[src/rtl/mcatc_pkg.sv]
`timescale 1ns / 1ps

package mcatc_pkg;

  localparam int unsigned SAMPLE_W    = 12;
  localparam int unsigned WINDOW_W    = 24;
  localparam int unsigned COUNT_W     = 3;
  localparam int unsigned OUT_SENSORS = 4;
  localparam int unsigned CFG_IDX_W   = 2;
  localparam int unsigned CFG_DATA_W  = 24;

  localparam logic [SAMPLE_W-1:0] THRESHOLD_RST = 12'd2048;
  localparam logic [WINDOW_W-1:0] WINDOW_RST    = 24'd2000;

  typedef enum logic [0:0] {
    FUNC_SAMPLE = 1'b0,
    FUNC_CLEAR  = 1'b1
  } func_e;

  typedef enum logic [CFG_IDX_W-1:0] {
    CFG_THRESHOLD = 2'd0,
    CFG_WINDOW    = 2'd1
  } cfg_idx_e;

  typedef struct packed {
    logic [SAMPLE_W-1:0] threshold;
    logic [WINDOW_W-1:0] window;
  } cfg_t;

  typedef logic [OUT_SENSORS-1:0][SAMPLE_W-1:0] sample_vec_t;

  // Handshake between the input stage and the result stage.
  typedef struct packed {
    logic valid;
    logic take;
  } stage_ctrl_t;

endpackage

[src/rtl/mcatc_in_reg.sv]
`timescale 1ns / 1ps

module mcatc_in_reg #(
  parameter int unsigned TIME_BITS = 48
) (
  input  logic                      clk_i,
  input  logic                      rst_ni,
  input  logic                      in_valid_i,
  output logic                      in_ready_o,
  input  mcatc_pkg::func_e          func_i,
  input  logic [TIME_BITS-1:0]      now_i,
  input  mcatc_pkg::sample_vec_t    samples_i,
  input  logic                      take_i,
  output mcatc_pkg::stage_ctrl_t    ctrl_o,
  output mcatc_pkg::func_e          func_o,
  output logic [TIME_BITS-1:0]      now_o,
  output mcatc_pkg::sample_vec_t    samples_o
);

  logic                   valid_q, valid_d;
  mcatc_pkg::func_e       func_q;
  logic [TIME_BITS-1:0]   now_q;
  mcatc_pkg::sample_vec_t samples_q;
  logic                   load;

  // Refill whenever the held item leaves or the stage is empty.
  assign in_ready_o = !valid_q || take_i;
  assign load       = in_valid_i && in_ready_o;

  always_comb begin
    valid_d = valid_q;
    if (load) begin
      valid_d = 1'b1;
    end else if (take_i) begin
      valid_d = 1'b0;
    end
  end

  always_ff @(posedge clk_i or negedge rst_ni) begin
    if (!rst_ni) begin
      valid_q <= 1'b0;
    end else begin
      valid_q <= valid_d;
    end
  end

  always_ff @(posedge clk_i) begin
    if (load) begin
      func_q    <= func_i;
      now_q     <= now_i;
      samples_q <= samples_i;
    end
  end

  assign ctrl_o.valid = valid_q;
  assign ctrl_o.take  = valid_q && take_i;
  assign func_o       = func_q;
  assign now_o        = now_q;
  assign samples_o    = samples_q;

endmodule

[src/rtl/mcatc_capture.sv]
`timescale 1ns / 1ps

module mcatc_capture #(
  parameter int unsigned SENSOR_COUNT = 4,
  parameter int unsigned TIME_BITS    = 48
) (
  input  logic                                              clk_i,
  input  logic                                              rst_ni,
  input  logic                                              fire_i,
  input  mcatc_pkg::func_e                                  func_i,
  input  logic [TIME_BITS-1:0]                              now_i,
  input  mcatc_pkg::sample_vec_t                            samples_i,
  input  mcatc_pkg::cfg_t                                   cfg_i,
  output logic                                              done_o,
  output logic [mcatc_pkg::OUT_SENSORS-1:0][TIME_BITS-1:0]  arrival_o,
  output logic [mcatc_pkg::COUNT_W-1:0]                     count_o
);

  localparam int unsigned TW = $clog2(SENSOR_COUNT + 1);

  logic [SENSOR_COUNT-1:0]                          hit_q, hit_d, hit_new;
  logic [SENSOR_COUNT-1:0][TIME_BITS-1:0]           arr_q, arr_d;
  logic [SENSOR_COUNT-1:0][mcatc_pkg::SAMPLE_W-1:0] smp;
  logic [TIME_BITS-1:0]                             start_q, start_d, elapsed;
  logic                                             open_q, open_d;
  logic [TW-1:0]                                    tally_q, tally_d, add;
  logic                                             expire;
  logic [TW+mcatc_pkg::COUNT_W-1:0]                 tally_ext;

  // Sensors without an input port read as zero.
  for (genvar i = 0; i < SENSOR_COUNT; i++) begin : g_smp
    if (i < mcatc_pkg::OUT_SENSORS) begin : g_port
      assign smp[i] = samples_i[i];
    end else begin : g_none
      assign smp[i] = '0;
    end
  end

  assign elapsed = now_i - start_q;
  assign expire  = open_q &&
                   (elapsed > {{(TIME_BITS-mcatc_pkg::WINDOW_W){1'b0}}, cfg_i.window});

  // Window expiry stamps every silent sensor, so sampling only matters otherwise.
  always_comb begin
    add = '0;
    for (int i = 0; i < SENSOR_COUNT; i++) begin
      hit_new[i] = !hit_q[i] && (expire || (smp[i] >= cfg_i.threshold));
      add        = add + TW'(hit_new[i]);
    end
  end

  always_comb begin
    hit_d   = hit_q;
    arr_d   = arr_q;
    start_d = start_q;
    open_d  = open_q;
    tally_d = tally_q;
    done_o  = 1'b0;
    if (func_i == mcatc_pkg::FUNC_CLEAR) begin
      hit_d   = '0;
      arr_d   = '0;
      start_d = '0;
      open_d  = 1'b0;
      tally_d = '0;
    end else begin
      hit_d   = hit_q | hit_new;
      tally_d = tally_q + add;
      for (int i = 0; i < SENSOR_COUNT; i++) begin
        if (hit_new[i]) begin
          arr_d[i] = now_i;
        end
      end
      if (!open_q && (|hit_new)) begin
        open_d  = 1'b1;
        start_d = now_i;
      end
    end
    if (tally_d >= TW'(SENSOR_COUNT)) begin
      open_d = 1'b0;
      done_o = 1'b1;
    end
  end

  always_ff @(posedge clk_i or negedge rst_ni) begin
    if (!rst_ni) begin
      hit_q   <= '0;
      arr_q   <= '0;
      start_q <= '0;
      open_q  <= 1'b0;
      tally_q <= '0;
    end else if (fire_i) begin
      hit_q   <= hit_d;
      arr_q   <= arr_d;
      start_q <= start_d;
      open_q  <= open_d;
      tally_q <= tally_d;
    end
  end

  for (genvar i = 0; i < mcatc_pkg::OUT_SENSORS; i++) begin : g_out
    if (i < SENSOR_COUNT) begin : g_live
      assign arrival_o[i] = arr_d[i];
    end else begin : g_absent
      assign arrival_o[i] = '0;
    end
  end

  assign tally_ext = {{mcatc_pkg::COUNT_W{1'b0}}, tally_d};
  assign count_o   = tally_ext[mcatc_pkg::COUNT_W-1:0];

endmodule

[src/rtl/multi_channel_arrival_time_capture.sv]
`timescale 1ns / 1ps

// Multi-channel arrival time capture.
// Input channel (in_valid_i / in_ready_o): one tick per transfer with a
// function code (sample tick or clear), the tick time and one reading per
// sensor. A silent sensor whose reading is at or above the threshold latches
// the tick time; the first hit opens a window, and once the elapsed time
// (modulo 2^TIME_BITS) exceeds the window length every silent sensor is
// stamped with the tick time. Expiry is checked before the readings.
// Output channel (out_valid_o / out_ready_i): one result per tick with the
// done flag, the four arrival times and the recorded count.
// Config channel (cfg_valid_i / cfg_ready_o): index 0 threshold, index 1
// window length; other indexes are dropped. Always ready; write only when idle.
// A transfer loads the input register; the tick moves on into the result
// register once the result slot is free. The input channel takes one tick per
// cycle while results are taken, since the compare and stamping between the
// two registers are combinational.
// Reset: threshold 2048, window 2000, store and flags cleared, no result.
// Stall: a waiting result holds; the input register still takes one more
// tick, then in_ready_o drops until the result is taken.
module multi_channel_arrival_time_capture #(
  parameter int unsigned SENSOR_COUNT = 4,
  parameter int unsigned TIME_BITS    = 48
) (
  input  logic                                clk_i,
  input  logic                                rst_ni,
  input  logic                                in_valid_i,
  output logic                                in_ready_o,
  input  logic                                func_i,
  input  logic [TIME_BITS-1:0]                now_time_i,
  input  logic [mcatc_pkg::SAMPLE_W-1:0]      sample_0_i,
  input  logic [mcatc_pkg::SAMPLE_W-1:0]      sample_1_i,
  input  logic [mcatc_pkg::SAMPLE_W-1:0]      sample_2_i,
  input  logic [mcatc_pkg::SAMPLE_W-1:0]      sample_3_i,
  output logic                                out_valid_o,
  input  logic                                out_ready_i,
  output logic                                event_done_o,
  output logic [TIME_BITS-1:0]                arrival_0_o,
  output logic [TIME_BITS-1:0]                arrival_1_o,
  output logic [TIME_BITS-1:0]                arrival_2_o,
  output logic [TIME_BITS-1:0]                arrival_3_o,
  output logic [mcatc_pkg::COUNT_W-1:0]       recorded_count_o,
  input  logic                                cfg_valid_i,
  output logic                                cfg_ready_o,
  input  logic [mcatc_pkg::CFG_IDX_W-1:0]     cfg_index_i,
  input  logic [mcatc_pkg::CFG_DATA_W-1:0]    cfg_data_i
);

  mcatc_pkg::cfg_t        cfg_q, cfg_d;
  mcatc_pkg::sample_vec_t samples_in, samples_s1;
  mcatc_pkg::stage_ctrl_t s1_ctrl;
  mcatc_pkg::func_e       func_s1;
  logic [TIME_BITS-1:0]   now_s1;
  logic                   take;

  logic                                             res_done;
  logic [mcatc_pkg::OUT_SENSORS-1:0][TIME_BITS-1:0] res_arr;
  logic [mcatc_pkg::COUNT_W-1:0]                    res_count;

  logic                                             out_valid_q, out_valid_d;
  logic                                             done_q;
  logic [mcatc_pkg::OUT_SENSORS-1:0][TIME_BITS-1:0] arr_q;
  logic [mcatc_pkg::COUNT_W-1:0]                    count_q;

  // ---------------------------------------------------------------------------
  // Configuration registers: decode the index, drop writes outside the map.
  // ---------------------------------------------------------------------------
  assign cfg_ready_o = 1'b1;

  always_comb begin
    cfg_d = cfg_q;
    if (cfg_valid_i) begin
      unique case (cfg_index_i)
        mcatc_pkg::CFG_THRESHOLD: cfg_d.threshold = cfg_data_i[mcatc_pkg::SAMPLE_W-1:0];
        mcatc_pkg::CFG_WINDOW:    cfg_d.window    = cfg_data_i[mcatc_pkg::WINDOW_W-1:0];
        default: ;
      endcase
    end
  end

  always_ff @(posedge clk_i or negedge rst_ni) begin
    if (!rst_ni) begin
      cfg_q.threshold <= mcatc_pkg::THRESHOLD_RST;
      cfg_q.window    <= mcatc_pkg::WINDOW_RST;
    end else begin
      cfg_q <= cfg_d;
    end
  end

  // ---------------------------------------------------------------------------
  // Input register. Advance the held tick whenever the result slot frees up.
  // ---------------------------------------------------------------------------
  assign samples_in = {sample_3_i, sample_2_i, sample_1_i, sample_0_i};
  assign take       = !out_valid_q || out_ready_i;

  mcatc_in_reg #(
    .TIME_BITS (TIME_BITS)
  ) u_in_reg (
    .clk_i     (clk_i),
    .rst_ni    (rst_ni),
    .in_valid_i(in_valid_i),
    .in_ready_o(in_ready_o),
    .func_i    (mcatc_pkg::func_e'(func_i)),
    .now_i     (now_time_i),
    .samples_i (samples_in),
    .take_i    (take),
    .ctrl_o    (s1_ctrl),
    .func_o    (func_s1),
    .now_o     (now_s1),
    .samples_o (samples_s1)
  );

  // ---------------------------------------------------------------------------
  // Capture state and per-sensor compare; state commits on the same transfer
  // that loads the result register, so the next tick sees the committed state.
  // ---------------------------------------------------------------------------
  mcatc_capture #(
    .SENSOR_COUNT(SENSOR_COUNT),
    .TIME_BITS   (TIME_BITS)
  ) u_capture (
    .clk_i    (clk_i),
    .rst_ni   (rst_ni),
    .fire_i   (s1_ctrl.take),
    .func_i   (func_s1),
    .now_i    (now_s1),
    .samples_i(samples_s1),
    .cfg_i    (cfg_q),
    .done_o   (res_done),
    .arrival_o(res_arr),
    .count_o  (res_count)
  );

  // ---------------------------------------------------------------------------
  // Result register: hold while the receiver stalls.
  // ---------------------------------------------------------------------------
  always_comb begin
    out_valid_d = out_valid_q;
    if (s1_ctrl.take) begin
      out_valid_d = 1'b1;
    end else if (out_ready_i) begin
      out_valid_d = 1'b0;
    end
  end

  always_ff @(posedge clk_i or negedge rst_ni) begin
    if (!rst_ni) begin
      out_valid_q <= 1'b0;
    end else begin
      out_valid_q <= out_valid_d;
    end
  end

  always_ff @(posedge clk_i) begin
    if (s1_ctrl.take) begin
      done_q  <= res_done;
      arr_q   <= res_arr;
      count_q <= res_count;
    end
  end

  assign out_valid_o      = out_valid_q;
  assign event_done_o     = done_q;
  assign arrival_0_o      = arr_q[0];
  assign arrival_1_o      = arr_q[1];
  assign arrival_2_o      = arr_q[2];
  assign arrival_3_o      = arr_q[3];
  assign recorded_count_o = count_q;

endmodule

[config.mk]
export PLATFORM = sky130hd
export DESIGN_NAME = multi_channel_arrival_time_capture
export DESIGN_NICKNAME = d
export VERILOG_FILES = /design/src/rtl/mcatc_pkg.sv /design/src/rtl/mcatc_in_reg.sv /design/src/rtl/mcatc_capture.sv /design/src/rtl/multi_channel_arrival_time_capture.sv
export SDC_FILE = /design/constraint.sdc
export NUM_CORES = 1
export LEC_CHECK = 0
export BUFFER_PORTS_ARGS = -buffer_cell sky130_fd_sc_hd__buf_2
export CORE_UTILIZATION = 25
export DETAILED_ROUTE_END_ITERATION = 10
export PLACE_DENSITY = 0.49
export SLEW_MARGIN = 20
export SYNTH_ARGS = -nofsm -noshare
export SYNTH_HDL_FRONTEND = slang
export SYNTH_HIERARCHICAL = 1
export SYNTH_SLANG_ARGS = --single-unit
export TNS_END_PERCENT = 30
[constraint.sdc]
create_clock -name clk_i -period 10.8 [get_ports clk_i]
set_input_delay 1.08 -clock clk_i [delete_from_list [all_inputs] [get_ports clk_i]]
set_output_delay 1.08 -clock clk_i [all_outputs]
set_load 0.05 [all_outputs]
# After elaboration in Yosys (flattened, before gate mapping)
# Cells that the tools add are included.
[classes]
n_addsub = 5
mul = 0
div = 0
magnitude_cmp = 6
eq_ne = 1
shifts = 0
muxes = 17
n_bitwise = 1
n_reduce_logical = 31
[ops]
columns = ["cell", "count"]
rows = [
  ["two-way mux 48 bit", 6],
  ["two-way mux 192 bit", 1],
  ["greater-or-equal comparator 12 bit", 4],
  ["> comparator 48 x 24 -> 1 bit", 1],
  ["subtractor 48 bit", 1],
  ["logical AND 1 bit", 8],
  ["two-way mux 1 bit", 8],
  ["AND reduction 2 bit", 4],
  ["zero test 1 bit", 7],
  ["adder 3 x 1 -> 3 bit", 2],
  ["logical OR 1 bit", 6],
  ["nonzero test 2 bit", 3],
  ["two-way mux 4 bit", 1],
  ["OR 4 bit", 1],
  ["OR reduction 4 bit", 1],
  ["adder 3 bit", 1],
  ["greater-or-equal comparator 3 bit (second input constant)", 1],
  ["two-way mux 3 bit", 1],
  ["nonzero test 3 bit", 1],
  ["adder 1 x 1 -> 2 bit", 1],
  ["equality test 2 x 1 -> 1 bit (second input constant)", 1],
  ["zero test 2 bit", 1],
]
[totals]
regBits = 579
latch_bits = 0
ramBits = 0
romBits = 0
n_memories = 0

# Longest topological paths before layout
[depth]
ltp_word = 13
mapped_depth = 33
ltp_nobuf = 30

# Hierarchy
# Netlist, hierarchy kept.
[by_module_without_submodules]
columns = ["mod", "instances", "cells_per_inst", "area_each_um2", "seq_area_each_um2"]
rows = [
  ["mcatc_capture", 1, 2136, 19404.9, 6206.0],
  ["multi_channel_arrival_time_capture", 1, 278, 7397.1, 6820.3],
  ["mcatc_in_reg", 1, 103, 2980.4, 2937.8],
]

# Worst setup path before layout
# OpenSTA, ideal clock, no wires.
[synth_timing]
path_type = "input port to flip-flop"
startpoint = "in out_ready_i"
endpoint = "reg u_capture.start_q[17]"
arrival_ns = 7.404
path_slack_ns = 3.275
stages = 6
n_path_buf = 2
path_cell_list = "nand2b_1 > and2_1 > o21ai_0 > clkbuf_1 > clkbuf_1 > a22o_1"
[synth_lines]
columns = ["item", "line", "rtl"]
rows = [
  ["start, declared", "multi_channel_arrival_time_capture.sv:36", "input logic out_ready_i,"],
  ["end signal, assigned", "mcatc_capture.sv:94", "start_q <= start_d;"],
  ["end, declared", "mcatc_capture.sv:24", "logic [TIME_BITS-1:0] start_q, start_d, elapsed;"],
]

# Worst setup path after layout
[layout_timing]
startpoint = "reg u_in_reg.now_q[0] (netlist: u_in_reg/now_o[0])"
endpoint = "reg u_capture.tally_q[1]"
[layout_via]
elab_chain_cells = 10
[layout_lines]
columns = ["item", "line", "rtl"]
rows = [
  ["start, declared", "mcatc_in_reg.sv:22", "logic [TIME_BITS-1:0] now_q;"],
  ["start signal, assigned", "mcatc_in_reg.sv:50", "now_q <= now_i;"],
  ["subtractor 48 bit *", "mcatc_capture.sv:39", "assign elapsed = now_i - start_q;"],
  ["> comparator 48 x 24 -> 1 bit *", "mcatc_capture.sv:41", "(elapsed > {{(TIME_BITS-mcatc_pkg::WINDOW_W){1'b0}}, cfg_i.window});"],
  ["logical AND 1 bit *", "mcatc_capture.sv:40", "assign expire = open_q &&"],
  ["logical OR 1 bit", "mcatc_capture.sv:47", "hit_new[i] = !hit_q[i] && (expire || (smp[i] >= cfg_i.threshold));"],
  ["logical AND 1 bit", "mcatc_capture.sv:47", ""],
  ["adder 1 x 1 -> 2 bit", "mcatc_capture.sv:48", "add = add + TW'(hit_new[i]);"],
  ["adder 3 x 1 -> 3 bit", "mcatc_capture.sv:48", ""],
  ["adder 3 x 1 -> 3 bit *", "mcatc_capture.sv:48", ""],
  ["adder 3 bit *", "mcatc_capture.sv:67", "tally_d = tally_q + add;"],
  ["two-way mux 3 bit *", "mcatc_capture.sv:59", "if (func_i == mcatc_pkg::FUNC_CLEAR) begin"],
  ["via res_count, one bit", "multi_channel_arrival_time_capture.sv:58", "logic [mcatc_pkg::COUNT_W-1:0] res_count;"],
  ["end signal, assigned", "mcatc_capture.sv:96", "tally_q <= tally_d;"],
  ["end, declared", "mcatc_capture.sv:26", "logic [TW-1:0] tally_q, tally_d, add;"],
]
# Mark *: on every way through the listed nets, which the timed path passes. The rest lies on a longest branch.
# A chain may end at the register's enable or synchronous reset.

==> key figures <==
Clock tree
  • CTS Buf Count: 74
  • Hold_buf cts: 0
  • # H-tree levels: 3
  • CTS tree: built
  • Setup Fix Bufs, Post-CTS: 0
  • Clock sinks: 579
  • Clk slew on worst S/H paths: 0.06 ns
  • Root buf cell: clkbuf_16
  • Maximum clock insertion buffer count: 3
  • Clock Latency Late Sink: 0.65 ns
  • Post_cts resized: 0

Worst setup path
  • Max incr delay on CP: 0.68 ns
  • Startpoint types: flop
  • Crit Path Class: reg -> reg
  • R2r startpoint: u_in_reg/now_o[0]
  • Worst path arrival time: 8.66 ns
  • Worst reg2reg endpoint: u_capture/tally_q[1]
  • Required time of the worst setup path: 11.31 ns
  • Slowest CP cell: o41ai_4
  • R2R setup slack: 2.65 ns
  • FF-to-FF path depth: 28
  • Crit Path Max Fanout: 98
  • Critical Path End Type: flop

Cells and area
  • Final instance area: 35400 µm²
  • Most frequent cells in the layout: mux2i_1 (340), buf_2 (324), edfxtp_1 (293)
  • Synth-to-Final Area Change: 19.0%
  • Post-layout util: 30.0%
  • Share of cells above drive strength 1: 19.0%
  • Commonest non-fill, non-tap cell in the layout: mux2i_1
  • Final net count: 3037

Routing
  • Routed vias: 20600
  • Antenna viol nets, final: 0
  • 1st-pass router iterations: 6
  • DRC viols: 0
  • Post-DR vias/cell: 4.71
  • Number of DRC markers in iteration 0: 1326
  • DR WL/cell: 20.2 µm
  • Total routed wirelength: 88400 µm

Power and ir drop
  • PwrDens: 270 nW/µm²
  • Peak supply drop: 0.000196 V
  • Leakage: 0.0147 µW

Global routing
  • Initial antenna violation count: 11
  • Remaining Overflow, GRT: 0
  • Total GRT Usage: 14.5%
  • Vias in the first global route: 20600
  • Largest net degree at the start of global routing: 235
  • First-pass GRT wire length: 134000 µm

Timing
  • Worst clock skew: 0.0322 ns
  • Normalized max-slew margin: 15.1%
  • Post-route minimum period: 8.15 ns
  • Setup WS post-layout: 2.65 ns
  • Min Hold Slack: 0.448 ns
  • Max-slew violations: 0
  • Final Hold Viols: 0
  • Final period util: 75.4%
  • Setup_tns: 0 ns
  • Least-Margin Pin Slew: 1.27 ns
  • RSZ-0062 raised after global routing: false
  • Count of final setup violators: 0
  • Maximum clock frequency: 123 MHz

Floorplanning
  • I/O pin count: 327
  • CORE AREA: 118000 µm²
  • Width of the die: 347 µm
  • Row cnt: 126
  • Chip height: 347 µm
  • Initial core utilization: 25.2%
  • Die area: 120000 µm²

Min path
  • HP Class: in -> async

Logic synthesis
  • Syn nets: 2768
  • Syn_area_per_cell: 11.8 µm²
  • Mapped Area: 29800 µm²
  • Synth Instances: 2516
  • Synth warnings: 6

Place
  • GPL Wtd Cong: 0.863
  • Pre-CTS setup slack: 2.59 ns
  • Post-DP Area: 32900 µm²
  • Buffers on Ports: 325
  • DP HPWL: 58900 µm

Flow run
  • Max-cap violation count: 0

Run status
  • Status: finished, final reports clean
==> critical path: cells and delay by family (launching register included) <==
| family | cells | cell delay, ns |
|---|---|---|
| muxes | 1 | 0.28 |
| buffers and inverters | 5 | 0.65 |
| AOI/OAI and AO/OA | 10 | 2.98 |
| and+or+nand+nor | 5 | 1.18 |
| adders and majority gates | 6 | 2.20 |
| DFF | 1 | 0.47 |
| xor gates and xnor gates | 1 | 0.24 |
==> how the worst max path moves through the flow <==
stage,startpoint,cells past startpoint,endpoint,slack [ns]
after floorplan,out_ready_i,6,u_capture/start_q[17],3.28
after global placement,u_in_reg/now_o[0],28,u_capture/tally_q[1],2.75
after detailed placement,u_in_reg/now_o[0],28,u_capture/tally_q[1],2.59
after CTS,u_in_reg/now_o[0],28,u_capture/tally_q[1],2.59
after global routing,u_in_reg/now_o[0],28,u_capture/tally_q[1],2.14
final,u_in_reg/now_o[0],28,u_capture/tally_q[1],2.65
==> where the power goes <==
part	switching [µW]	internal, µW
registers	412	2990
clock network	1050	1500
logic	2260	1350
==> sequential cells by signal, indices dropped and copies added (netlist names), 4 cells and up <==
signal              count
u_capture/arr_q       192
arrival_0_o            48
arrival_1_o            48
arrival_2_o            48
arrival_3_o            48
u_capture/start_q      48
u_in_reg/now_o         48
u_in_reg/samples_o     48
cfg_q                  36
u_capture/hit_q         4
==> metal layers <==
layer  part of all wire [%]  routed length, µm  GRT usage (%)
met1                     48              42200           20.2
met3                    4.3               3810           2.64
met4                    2.3               2030           4.27
met2                     46              40300           22.7
met5                  0.085                 75              0
==> layout make-up <==
class / count / area [µm²]
Clock buffer: 93 / 1990
Sequential cell: 579 / 16000
Timing Repair Buffer: 352 / 1920
Antenna cell: 3 / 7.51
Clock inverter: 44 / 503
Inverter: 149 / 567
Tap cell: 1536 / 1920
Multi-Input combinational cell: 1629 / 12600
Fill cell: 12100 / 82600
==> stage by stage <==
step	instances	power (µW)
2_1_floorplan	2516	6110
5_1_grt	4383	10200
4_1_cts	4380	9680
3_5_place_dp	4243	7070
3_3_place_gp	4243	7040
6_report	4385	9550
(Power assumes the default switching activity.)
